--- src/rtl/bounded_deque_macros.svh ---
// Assertion macros for the bounded deque top level.
`ifndef BOUNDED_DEQUE_MACROS_SVH
`define BOUNDED_DEQUE_MACROS_SVH
`ifndef SYNTHESIS
`define BDQ_ASSERT(lbl, prop) \
    lbl: assert property (@(posedge clk) disable iff (!rst_n) (prop)) \
        else $error("bounded_deque: check failed");
`define BDQ_ASSERT_NEXT(lbl, ante, cons) \
    lbl: assert property (@(posedge clk) disable iff (!rst_n) (ante) |=> (cons)) \
        else $error("bounded_deque: check failed");
`else
`define BDQ_ASSERT(lbl, prop)
`define BDQ_ASSERT_NEXT(lbl, ante, cons)
`endif
`endif

--- src/rtl/bdq_pkg.sv ---
// Command and status codes for the bounded deque.
`timescale 1ns / 1ps
`default_nettype none
package bdq_pkg;

    typedef logic [2:0] cmd_t;
    typedef logic [1:0] status_t;

    localparam cmd_t CMD_PUSH_FRONT = 3'd0;
    localparam cmd_t CMD_PUSH_BACK  = 3'd1;
    localparam cmd_t CMD_DUMP       = 3'd2;
    localparam cmd_t CMD_POP_FRONT  = 3'd3;
    localparam cmd_t CMD_POP_BACK   = 3'd4;
    localparam cmd_t CMD_CLEAR      = 3'd5;

    localparam status_t ST_OK    = 2'd0;
    localparam status_t ST_EMPTY = 2'd1;
    localparam status_t ST_FULL  = 2'd2;

endpackage
`default_nettype wire

--- src/rtl/bdq_cmd_if.sv ---
// Command channel: valid/ready handshake with command and push value.
`timescale 1ns / 1ps
`default_nettype none
interface bdq_cmd_if #(
    parameter int DATA_WIDTH = 32
) ();
    logic                         valid;
    logic                         ready;
    bdq_pkg::cmd_t                cmd;
    logic signed [DATA_WIDTH-1:0] value_in;

    modport source (output valid, output cmd, output value_in, input ready);
    modport sink   (input valid, input cmd, input value_in, output ready);
endinterface
`default_nettype wire

--- src/rtl/bdq_rsp_if.sv ---
// Response channel: valid/ready handshake with result value and status.
`timescale 1ns / 1ps
`default_nettype none
interface bdq_rsp_if #(
    parameter int DATA_WIDTH = 32
) ();
    logic                         valid;
    logic                         ready;
    logic signed [DATA_WIDTH-1:0] value_out;
    bdq_pkg::status_t             status;
    logic                         has_value;
    logic                         last;

    modport source (output valid, output value_out, output status, output has_value,
                    output last, input ready);
    modport sink   (input valid, input value_out, input status, input has_value,
                    input last, output ready);
endinterface
`default_nettype wire

--- src/rtl/bounded_deque.sv ---
// Bounded double-ended queue over a ring buffer RAM, top level.
// Push, clear, refused push and empty pop/dump: result the cycle after the transaction.
// Pop: result via the RAM read register, then the output register.
// Dump of N entries: via RAM read register, one entry per cycle while output is free.
// One command in flight: taken only in idle with the output register free.
// Reset clears front index, count and output valid; the RAM and output data are not cleared.
`timescale 1ns / 1ps
`default_nettype none
`include "bounded_deque_macros.svh"
module bounded_deque #(
    parameter int DEPTH      = 16,
    parameter int DATA_WIDTH = 32
) (
    input  wire logic clk,
    input  wire logic rst_n,
    bdq_cmd_if.sink   cmd_ch,
    bdq_rsp_if.source rsp_ch
);
    localparam int AW = $clog2(DEPTH);
    localparam int CW = $clog2(DEPTH + 1);
    localparam logic [AW:0]   DEPTH_W  = (AW + 1)'(DEPTH);
    localparam logic [CW-1:0] DEPTH_C  = CW'(DEPTH);
    localparam logic [AW-1:0] LAST_IDX = AW'(DEPTH - 1);

    // One-hot sequencer: idle, waiting on pop read data, streaming a dump.
    typedef enum logic [2:0] {
        S_IDLE = 3'b001,
        S_READ = 3'b010,
        S_DUMP = 3'b100
    } state_t;

    state_t                state_reg, state_next;
    logic [AW-1:0]         front_reg, front_next;
    logic [CW-1:0]         count_reg, count_next;
    logic [AW-1:0]         idx_reg, idx_next;

    // Output register parts the two channels.
    logic                  out_valid_reg, out_valid_next;
    logic [DATA_WIDTH-1:0] value_reg, value_next;
    bdq_pkg::status_t      status_reg, status_next;
    logic                  has_value_reg, has_value_next;
    logic                  last_reg, last_next;

    // RAM port signals
    logic                  wr_en;
    logic [AW-1:0]         wr_addr;
    logic [AW-1:0]         rd_addr;
    logic [DATA_WIDTH-1:0] rd_data;

    logic                  cmd_fire;
    logic                  out_free;
    logic                  full;
    logic                  empty;
    logic [CW-1:0]         idx_plus;

    // Ring index add; both operands are below DEPTH, so one subtract wraps it.
    function automatic logic [AW-1:0] ring_add(input logic [AW-1:0] a, input logic [AW-1:0] b);
        logic [AW:0] s;
        s = {1'b0, a} + {1'b0, b};
        if (s >= DEPTH_W)
        begin
            s = s - DEPTH_W;
        end
        return s[AW-1:0];
    endfunction

    bdq_ram #(
        .WIDTH (DATA_WIDTH),
        .DEPTH (DEPTH)
    ) u_ram (
        .clk     (clk),
        .wr_en   (wr_en),
        .wr_addr (wr_addr),
        .wr_data (cmd_ch.value_in),
        .rd_addr (rd_addr),
        .rd_data (rd_data)
    );

    // Output register must be empty at the next edge before a command is taken,
    // so a pop's read data always finds room when it lands in S_READ.
    assign out_free      = !out_valid_reg || rsp_ch.ready;
    assign cmd_ch.ready  = (state_reg == S_IDLE) && out_free;
    assign cmd_fire      = cmd_ch.valid && cmd_ch.ready;
    assign full          = (count_reg == DEPTH_C);
    assign empty         = (count_reg == '0);
    assign idx_plus      = CW'(idx_reg) + CW'(1);

    assign rsp_ch.valid     = out_valid_reg;
    assign rsp_ch.value_out = value_reg;
    assign rsp_ch.status    = status_reg;
    assign rsp_ch.has_value = has_value_reg;
    assign rsp_ch.last      = last_reg;

    always_comb
    begin
        state_next     = state_reg;
        front_next     = front_reg;
        count_next     = count_reg;
        idx_next       = idx_reg;
        out_valid_next = out_valid_reg && !rsp_ch.ready;
        value_next     = value_reg;
        status_next    = status_reg;
        has_value_next = has_value_reg;
        last_next      = last_reg;
        wr_en          = 1'b0;
        wr_addr        = front_reg;
        rd_addr        = ring_add(front_reg, idx_reg);

        case (state_reg)
            S_IDLE:
            begin
                if (cmd_fire)
                begin
                    // Default single result: no value, last set.
                    value_next     = '0;
                    status_next    = bdq_pkg::ST_OK;
                    has_value_next = 1'b0;
                    last_next      = 1'b1;
                    case (cmd_ch.cmd)
                        bdq_pkg::CMD_PUSH_FRONT:
                        begin
                            out_valid_next = 1'b1;
                            if (full)
                            begin
                                status_next = bdq_pkg::ST_FULL;
                            end
                            else
                            begin
                                front_next = (front_reg == '0) ? LAST_IDX
                                                               : front_reg - AW'(1);
                                wr_en      = 1'b1;
                                wr_addr    = front_next;
                                count_next = count_reg + CW'(1);
                            end
                        end
                        bdq_pkg::CMD_PUSH_BACK:
                        begin
                            out_valid_next = 1'b1;
                            if (full)
                            begin
                                status_next = bdq_pkg::ST_FULL;
                            end
                            else
                            begin
                                wr_en      = 1'b1;
                                wr_addr    = ring_add(front_reg, count_reg[AW-1:0]);
                                count_next = count_reg + CW'(1);
                            end
                        end
                        bdq_pkg::CMD_DUMP:
                        begin
                            if (empty)
                            begin
                                out_valid_next = 1'b1;
                                status_next    = bdq_pkg::ST_EMPTY;
                            end
                            else
                            begin
                                idx_next   = '0;
                                rd_addr    = front_reg;
                                state_next = S_DUMP;
                            end
                        end
                        bdq_pkg::CMD_POP_FRONT:
                        begin
                            if (empty)
                            begin
                                out_valid_next = 1'b1;
                                status_next    = bdq_pkg::ST_EMPTY;
                            end
                            else
                            begin
                                rd_addr    = front_reg;
                                front_next = ring_add(front_reg, AW'(1));
                                count_next = count_reg - CW'(1);
                                state_next = S_READ;
                            end
                        end
                        bdq_pkg::CMD_POP_BACK:
                        begin
                            if (empty)
                            begin
                                out_valid_next = 1'b1;
                                status_next    = bdq_pkg::ST_EMPTY;
                            end
                            else
                            begin
                                count_next = count_reg - CW'(1);
                                rd_addr    = ring_add(front_reg, count_next[AW-1:0]);
                                state_next = S_READ;
                            end
                        end
                        bdq_pkg::CMD_CLEAR:
                        begin
                            out_valid_next = 1'b1;
                            front_next     = '0;
                            count_next     = '0;
                        end
                        default:
                        begin
                            // unused codes: no result, no state change
                        end
                    endcase
                end
            end
            S_READ:
            begin
                // Pop data lands; output register is known empty here.
                out_valid_next = 1'b1;
                value_next     = rd_data;
                status_next    = bdq_pkg::ST_OK;
                has_value_next = 1'b1;
                last_next      = 1'b1;
                state_next     = S_IDLE;
            end
            S_DUMP:
            begin
                // rd_data always holds the entry at idx_reg: the read address
                // tracks idx_next every cycle and nothing writes during a dump.
                if (out_free)
                begin
                    out_valid_next = 1'b1;
                    value_next     = rd_data;
                    status_next    = bdq_pkg::ST_OK;
                    has_value_next = 1'b1;
                    last_next      = (idx_plus == count_reg);
                    if (idx_plus == count_reg)
                    begin
                        state_next = S_IDLE;
                    end
                    else
                    begin
                        idx_next = idx_reg + AW'(1);
                        rd_addr  = ring_add(front_reg, idx_next);
                    end
                end
            end
            default:
            begin
                state_next = S_IDLE;
            end
        endcase
    end

    always_ff @(posedge clk or negedge rst_n)
    begin
        if (!rst_n)
        begin
            state_reg     <= S_IDLE;
            front_reg     <= '0;
            count_reg     <= '0;
            idx_reg       <= '0;
            out_valid_reg <= 1'b0;
        end
        else
        begin
            state_reg     <= state_next;
            front_reg     <= front_next;
            count_reg     <= count_next;
            idx_reg       <= idx_next;
            out_valid_reg <= out_valid_next;
        end
    end

    always_ff @(posedge clk)
    begin
        value_reg     <= value_next;
        status_reg    <= status_next;
        has_value_reg <= has_value_next;
        last_reg      <= last_next;
    end

    // Checks
    `BDQ_ASSERT(a_count_bound, count_reg <= DEPTH_C)
    `BDQ_ASSERT(a_read_room, (state_reg == S_READ) |-> !out_valid_reg)
    `BDQ_ASSERT(a_dump_index, (state_reg == S_DUMP) |-> (CW'(idx_reg) < count_reg))
    `BDQ_ASSERT_NEXT(a_count_hold, !cmd_fire, $stable(count_reg) && $stable(front_reg))

endmodule
`default_nettype wire

--- src/rtl/bdq_ram.sv ---
// Generic single-write, single-read RAM with registered read data.
`timescale 1ns / 1ps
`default_nettype none
module bdq_ram #(
    parameter int WIDTH = 32,
    parameter int DEPTH = 16
) (
    input  wire logic                     clk,
    input  wire logic                     wr_en,
    input  wire logic [$clog2(DEPTH)-1:0] wr_addr,
    input  wire logic [WIDTH-1:0]         wr_data,
    input  wire logic [$clog2(DEPTH)-1:0] rd_addr,
    output logic      [WIDTH-1:0]         rd_data
);
    logic [WIDTH-1:0] mem [DEPTH];

    always_ff @(posedge clk)
    begin
        if (wr_en)
        begin
            mem[wr_addr] <= wr_data;
        end
        rd_data <= mem[rd_addr];
    end
endmodule
`default_nettype wire

--- src/flat_wrapper.sv ---
// flat-port wrapper written by rule: the top's interface ports become plain ports
module bounded_deque_flat 
#(
    parameter int DEPTH      = 16,
    parameter int DATA_WIDTH = 32
)
  (clk, rst_n, cmd_ch_valid, cmd_ch_cmd, cmd_ch_value_in, cmd_ch_ready, rsp_ch_valid, rsp_ch_value_out, rsp_ch_status, rsp_ch_has_value, rsp_ch_last, rsp_ch_ready);
  bdq_cmd_if #(.DATA_WIDTH(DATA_WIDTH)) cmd_ch_i ();
  bdq_rsp_if #(.DATA_WIDTH(DATA_WIDTH)) rsp_ch_i ();
  input  wire logic clk;
  input  wire logic rst_n;
  input wire logic [$bits(cmd_ch_i.valid)-1:0] cmd_ch_valid;
  input wire logic [$bits(cmd_ch_i.cmd)-1:0] cmd_ch_cmd;
  input wire logic [$bits(cmd_ch_i.value_in)-1:0] cmd_ch_value_in;
  output wire logic [$bits(cmd_ch_i.ready)-1:0] cmd_ch_ready;
  output wire logic [$bits(rsp_ch_i.valid)-1:0] rsp_ch_valid;
  output wire logic [$bits(rsp_ch_i.value_out)-1:0] rsp_ch_value_out;
  output wire logic [$bits(rsp_ch_i.status)-1:0] rsp_ch_status;
  output wire logic [$bits(rsp_ch_i.has_value)-1:0] rsp_ch_has_value;
  output wire logic [$bits(rsp_ch_i.last)-1:0] rsp_ch_last;
  input wire logic [$bits(rsp_ch_i.ready)-1:0] rsp_ch_ready;
  assign cmd_ch_i.valid = cmd_ch_valid;
  assign cmd_ch_i.cmd = cmd_ch_cmd;
  assign cmd_ch_i.value_in = cmd_ch_value_in;
  assign cmd_ch_ready = cmd_ch_i.ready;
  assign rsp_ch_valid = rsp_ch_i.valid;
  assign rsp_ch_value_out = rsp_ch_i.value_out;
  assign rsp_ch_status = rsp_ch_i.status;
  assign rsp_ch_has_value = rsp_ch_i.has_value;
  assign rsp_ch_last = rsp_ch_i.last;
  assign rsp_ch_i.ready = rsp_ch_ready;
  bounded_deque #(.DEPTH(DEPTH), .DATA_WIDTH(DATA_WIDTH)) u_core (.clk(clk), .rst_n(rst_n), .cmd_ch(cmd_ch_i), .rsp_ch(rsp_ch_i));
endmodule
--- config.mk ---
export PLATFORM = sky130hd
export DESIGN_NAME = bounded_deque_flat
export DESIGN_NICKNAME = d
export VERILOG_FILES = /design/src/rtl/bdq_pkg.sv /design/src/rtl/bdq_cmd_if.sv /design/src/rtl/bdq_rsp_if.sv /design/src/rtl/bounded_deque.sv /design/src/rtl/bdq_ram.sv /design/src/flat_wrapper.sv
export VERILOG_INCLUDE_DIRS = /design/src /design/src/rtl
export SDC_FILE = /design/constraint.sdc
export NUM_CORES = 1
export LEC_CHECK = 0
export BUFFER_PORTS_ARGS = -buffer_cell sky130_fd_sc_hd__buf_4
export CORE_MARGIN = 3
export CORE_UTILIZATION = 30
export DETAILED_ROUTE_END_ITERATION = 16
export GPL_TIMING_DRIVEN = 0
export PLACE_DENSITY = 0.56
export SETUP_SLACK_MARGIN = 0.05
export SKIP_LAST_GASP = 1
export SYNTH_ARGS = -nofsm -noshare
export SYNTH_HDL_FRONTEND = slang
export SYNTH_SLANG_ARGS = --single-unit
--- constraint.sdc ---
create_clock -name clk -period 4.3 [get_ports clk]
set_input_delay 0.86 -clock clk [delete_from_list [all_inputs] [get_ports clk]]
set_output_delay 0.86 -clock clk [all_outputs]
set_load 0.03 [all_outputs]
* Word level (Yosys, flattened, before mapping)
Memory sizes are Yosys's and may differ from the RTL's. A register that Yosys moved wholly into a read port is not among the register bits. Index checks and enable logic that the tools add are counted. Widths: inputs -> output; s select.
Cells by class: add/sub/neg operators 15, magnitude comparators 5, eq/ne operators 22, mux-type cells 62, reductions and logical operators 23
Operators with widths (count):
- $pmux 32 s3 | 1
- $mux 4 | 21
- $mux 32 | 2
- $pmux 4 s2 | 4
- $ge 5x5->1 const B | 5
- $sub 4x1->4 const B | 6
- $add 4x4->5 | 4
- $mux 3 | 5
- $pmux 5 s3 | 1
- $mux 1 | 14
- $ne 2x2->1 const B | 6
- $pmux 3 s2 | 2
- $pmux 4 s3 | 1
- $reduce_and 6->1 | 2
- $add 4x1->5 const B | 2
- $mux 5 | 2
- $eq 3x2->1 const B | 3
- $eq 3x3->1 const B | 3
- $ne 3x3->1 const B | 3
- $pmux 1 s3 | 3
- $reduce_bool 3->1 | 3
- $eq 3x1->1 const B | 2
- $mux 2 | 3
- $ne 2x1->1 const B | 3
- other kinds (20) | 26
Word-level totals: bits in registers 53, bits in writable memories 512, input port bits 39, output and inout port bits 38, word-level logic and storage cells 137, memories 1
Memory list:
- u_core.u_ram.mem | words 16, bits a word 32, rd ports 1, clocked after memory_dff 1, write ports 1, line bdq_ram.sv:15 | logic [WIDTH-1:0] mem [DEPTH];

* Logic depth before layout (Yosys ltp)
depth after elaboration 8, mapped depth 14, gate-level depth less buffers 12

* Hierarchy
Synthesis repeated with hierarchy kept, for this count alone.
Second synthesis, totals: cells, all modules 1193, area total of the unflattened synthesis 23433.7 um^2
By module, submodules not included:
- bdq_ram | times used 1, cells each 838, area an instance 19835.3 um^2, seq. area each 16015.4 um^2
- bounded_deque | times used 1, cells each 355, area an instance 3598.5 um^2, seq. area each 1507.7 um^2

* Worst setup path after synthesis
No wires, ideal clock.
kind input-to-reg, start point input rsp_ch_ready, end point memory u_core.u_ram.mem[0][0] (enable), library setup time 0.421 ns, arrival time 3.657 ns, required time 3.879 ns, setup slack 0.222 ns, cell stages on the path 8, path buffers 1, cell sequence nor2b_1 > buf_2 > nor3_1 > nand2_1 > o22a_1 > o22a_1 > or2_2 > nor2_1
Between the ends: cells in the longest elaborated chain, start to end 7, elaborated cells on any way between the ends 9, classes of those cells 6 x mux; 3 x reduce/logical
RTL lines:
- from (decl) | line flat_wrapper.sv:21 | input wire logic [$bits(rsp_ch_i.ready)-1:0] rsp_ch_ready;
- $logic_or 1x1->1 (*) | line bounded_deque.sv:81 | assign out_free = !out_valid_reg || rsp_ch.ready;
- $logic_and 1x1->1 (*) | line bounded_deque.sv:82 | assign cmd_ch.ready = (state_reg == S_IDLE) && out_free;
- $logic_and 1x1->1 (*) | line bounded_deque.sv:83 | assign cmd_fire = cmd_ch.valid && cmd_ch.ready;
- $mux 1 | line bounded_deque.sv:112 | if (cmd_fire)
- $mux 1 | line bounded_deque.sv:109 | case (state_reg)
- $mux 1 | line bdq_ram.sv:19 | if (wr_en)
- $mux 1 (not written as such) | line bdq_ram.sv:21 | mem[wr_addr] <= wr_data;
- to (decl) | line bdq_ram.sv:15
Every way passes the cells marked *; elsewhere a longest branch is shown, timed or not.

* Final worst setup path
start point register u_core.count_reg[0], end point register u_core.u_ram.rd_data[9], read port of u_core.u_ram.mem
Between the ends: cells in the longest elaborated chain, start to end 8, elaborated cells on any way between the ends 14, classes of those cells 3 x add/sub; 1 x order compare; 1 x eq/ne; 8 x mux; 1 x reduce/logical
RTL lines:
- from (decl) | line bounded_deque.sv:34 | logic [CW-1:0] count_reg, count_next;
- from (signal assigned) | line bounded_deque.sv:259 | count_reg <= count_next;
- $sub 5x1->5 | line bounded_deque.sv:188 | count_next = count_reg - CW'(1);
- $add 4x4->5 | line bounded_deque.sv:59 | s = {1'b0, a} + {1'b0, b};
- $sub 4x1->4 / $ge 5x5->1 (equally long branches) | line bounded_deque.sv:62, bounded_deque.sv:60
- $mux 4 | line bounded_deque.sv:60 | if (s >= DEPTH_W)
- $mux 4 | line bounded_deque.sv:181 | if (empty)
- $pmux 4 s2 | line bounded_deque.sv:119 | case (cmd_ch.cmd)
- $mux 4 | line bounded_deque.sv:112
- $pmux 4 s2 (*) | line bounded_deque.sv:109
- to (decl) | line bdq_ram.sv:13 | output logic [WIDTH-1:0] rd_data
Marked as above. A chain may end at the register's enable or synchronous reset.

==> metrics.cfg <==
[pwr]
p_comb_share_pct=45.3
clkPwrFrac_pct=23.2
pwr_density_cell_mw_per_mm2=784
p_int_w=0.0135
p_switching_w=0.00912
leakage_nw=10.1
sequentialPowerShare_pct=31.5
peakVddDrop_uv=423
switching_share_pct=40.4

[worst_setup_path]
r2r_slack_ns=0.27
cp_max_fo=10
critical_path_arrival_ns=4.54
worstReg2RegEnd=u_core.u_ram.rd_data[9]$_DFF_P_
critical_path_required_ns=4.81
critical_path_class=flop to flop
endpoint_kind=flop
r2r-start=u_core.count_reg[0]$_DFFE_PN0P_
crit_path_start_kind=flop
reg2reg_depth=14

[layout]
drive_gt1_share_pct=15.4
final_area_sq_mm=0.0288
largest_register_ff_count=512
antenna_cells=0
nNetsFinal=1858
area_delta_synth_final_pct=18.2
top_register=u_core.u_ram.mem

[floorplanning]
die_y_um=291
die_width_um=291
start_util_pct=30.6
rows=103
ios=77
core_sq_mm=0.0798
fp.dieArea_sq_mm=0.0848

[cts]
clock_path_buffers=3
cts_tree=built
clock-root-buffer=clkbuf_16
cts_num_sinks=597
cts_setup_buffers=0
clk_latency_ns=0.63
cts_made_buffers=61
clk_pin_slew_ns=0.06
cts_max_level=2

[yosys]
netlist_instances=1642
synth_xor_xnor_area_share_pct=0.677
yosys.area_share.simple_pct=10.2
ys_seq_area_share_pct=71.8
ys_ff_latch=597
yosys-top-cells-area=edfxtp_1, a211oi_1, and3_1, dfxtp_1, mux2i_1
synth_common_cells=edfxtp_1, nand2_1, and3_1
yosys-mux-area-fraction_pct=2.82
synth_area_sq_mm=0.0244
synth_fa_ha_area_share_pct=1.25
synthDistinctLibCells=72
synth_edf_count=548
synth.most_common_cell=edfxtp_1
syn_nets=1703
synth_top_family_by_area=compound AO/OA/AOI/OAI gates
syn_area_per_cell_sq_um=14.9
synth_top_cell_by_area=edfxtp_1
synth_top_area_share_pct=67.5
ys_async_sr_fraction_pct=2.85
synth_compound_area_share_pct=10.9
yosys_warnings=0
synthFlopType=edfxtp_1

[routing]
wl_per_cell_um=22.6
drt_iter0_drc=1244
vias=14800
drcViolationCount=0
drt_pre_antenna_iters=7
ant_nets=0
routed_via_density=5.10
wl_mm=65.7

[sta]
min_period_ns=4.03
maxSlewViolCount=0
hold_viol=0
max_freq_mhz=248
setup_viol=0
worst_hold_slack_ns=0.101
worstMarginPinSlew_ns=1.05
period_share_pct=93.6
fin_skew_ns=0.0160
grt_setup_unrepaired=yes
max_slew_margin_pct=29.6

[place]
gp_congestion=0.827
place_hpwl_mm=44.7
port-buffer-count=75
dpl_cell_area_sq_mm=0.0268

[grt]
grt_pass1_vias=15100
grtUsageTotal_pct=15.1
grt_max_degree=23
grt_overflow=0
grt_pass1_wl_mm=97.0
antenna_found_initial=3

[outcome]
status=complete, no violations

[worst_hold_path]
hp-class=primary input to asynchronous set/reset pin

[job]
drv_cap=0

## routing by layer
metal  vias to the layer above  global-route usage [%]  wire [um]
met5                         -                       0         13
met4                         2                    4.24       1630
met3                       100                    2.82       4090
met2                       459                    25.3      31400
met1                      7463                    20.0      28600
li1                       6758                       -          -
## cell usage in the layout, fill, tap and decap left out, drive strengths merged, types with 4 or more instances in the layout
master,instances
xnor2,12
a211oi,129
and2,37
a32oi,64
buf,153
inv,16
clkbuf,129
fa,4
ha,18
dfrtp,16
nor3,11
bufinv,6
dfxtp,32
a22oi,4
nand2b,5
nand3,13
xor2,6
mux2i,63
a21oi,22
and3,130
mux2,5
o21bai,64
a31oi,4
o31ai,7
nor2,43
and4,31
o21ai,25
edfxtp,548
nor2b,4
nand4,4
nand2,165
clkinv,31
## cells by family (layout without fill, tap and decap cells)
logic type / count (synthesis) / in the layout
fa+ha+maj: 22 / 22
compound gates: 350 / 350
mux: 68 / 68
simple gates: 459 / 459
buf+inv: 128 / 336
flops: 597 / 597
xor+xnor: 18 / 18
## layout make-up
| cell class | count | area (sq um) |
|---|---|---|
| Buffer | 113 | 500 |
| Clock inverter | 39 | 360 |
| Inverter | 15 | 56.3 |
| Tap cell | 1050 | 1310 |
| Clock buffer | 77 | 1640 |
| Multi-Input combinational cell | 917 | 6450 |
| Fill cell | 7500 | 51000 |
| Timing Repair Buffer | 92 | 978 |
| Sequential cell | 597 | 17500 |
## how the worst max path moves through the flow
stage | from | endpoint | slack [ns] | cells past startpoint
after floorplan | rsp_ch_ready | u_core.u_ram.mem[0][0]$_DFFE_PP_ | 0.22 | 8
after global placement | rsp_ch_ready | u_core.u_ram.mem[10][17]$_DFFE_PP_ | -1.84 | 9
after detailed placement | rsp_ch_ready | u_core.u_ram.mem[10][17]$_DFFE_PP_ | 0.08 | 10
after CTS | u_core.count_reg[0]$_DFFE_PN0P_ | u_core.u_ram.rd_data[15]$_DFF_P_ | 0.18 | 14
after global routing | u_core.count_reg[0]$_DFFE_PN0P_ | u_core.u_ram.rd_data[9]$_DFF_P_ | 0.02 | 14
final | u_core.count_reg[0]$_DFFE_PN0P_ | u_core.u_ram.rd_data[9]$_DFF_P_ | 0.27 | 14
## power groups by stage
stage          clock, W  sequential (W)  combinational (W)
3_3_place_gp          0         0.00726             0.0100
3_5_place_dp          0         0.00723             0.0103
2_1_floorplan         0         0.00737            0.00629
4_1_cts         0.00537         0.00711             0.0103
5_1_grt         0.00560         0.00715             0.0111
6_report        0.00524         0.00710             0.0102
## critical path: stages (launching register included)
cell,delay [ns]
dfrtp_1,0.41
clkbuf_2,0.25
inv_1,0.14
ha_1,0.29
xor2_1,0.18
ha_1,0.33
a21oi_1,0.14
nand2_1,0.10
and3_1,0.20
o31ai_2,0.33
a211oi_4,0.18
nor3_2,0.51
buf_2,0.44
a32oi_1,0.18
and4_1,0.21
## through the flow
stage	instances	TNS [ns]	worst slack, ns	utilization [%]	total power (W)
after global placement	2767	-871.34	-1.84	32.9	0.0173
after floorplan	1642	0	0.222	-	0.0137
after global routing	2900	0	0.0235	36.1	0.0239
after CTS	2900	0	0.179	36.1	0.0228
after detailed placement	2784	0	0.0799	33.6	0.0175
final	2900	0	0.275	36.1	0.0226
## what timing repair did
item	CTS	global route
gates resized for setup	0	2
hold buffers	0	0
endpoints found under the setup margin	0	15
hold endpoints to repair	0	0
Note: power is estimated with default switching activity, not from simulation.
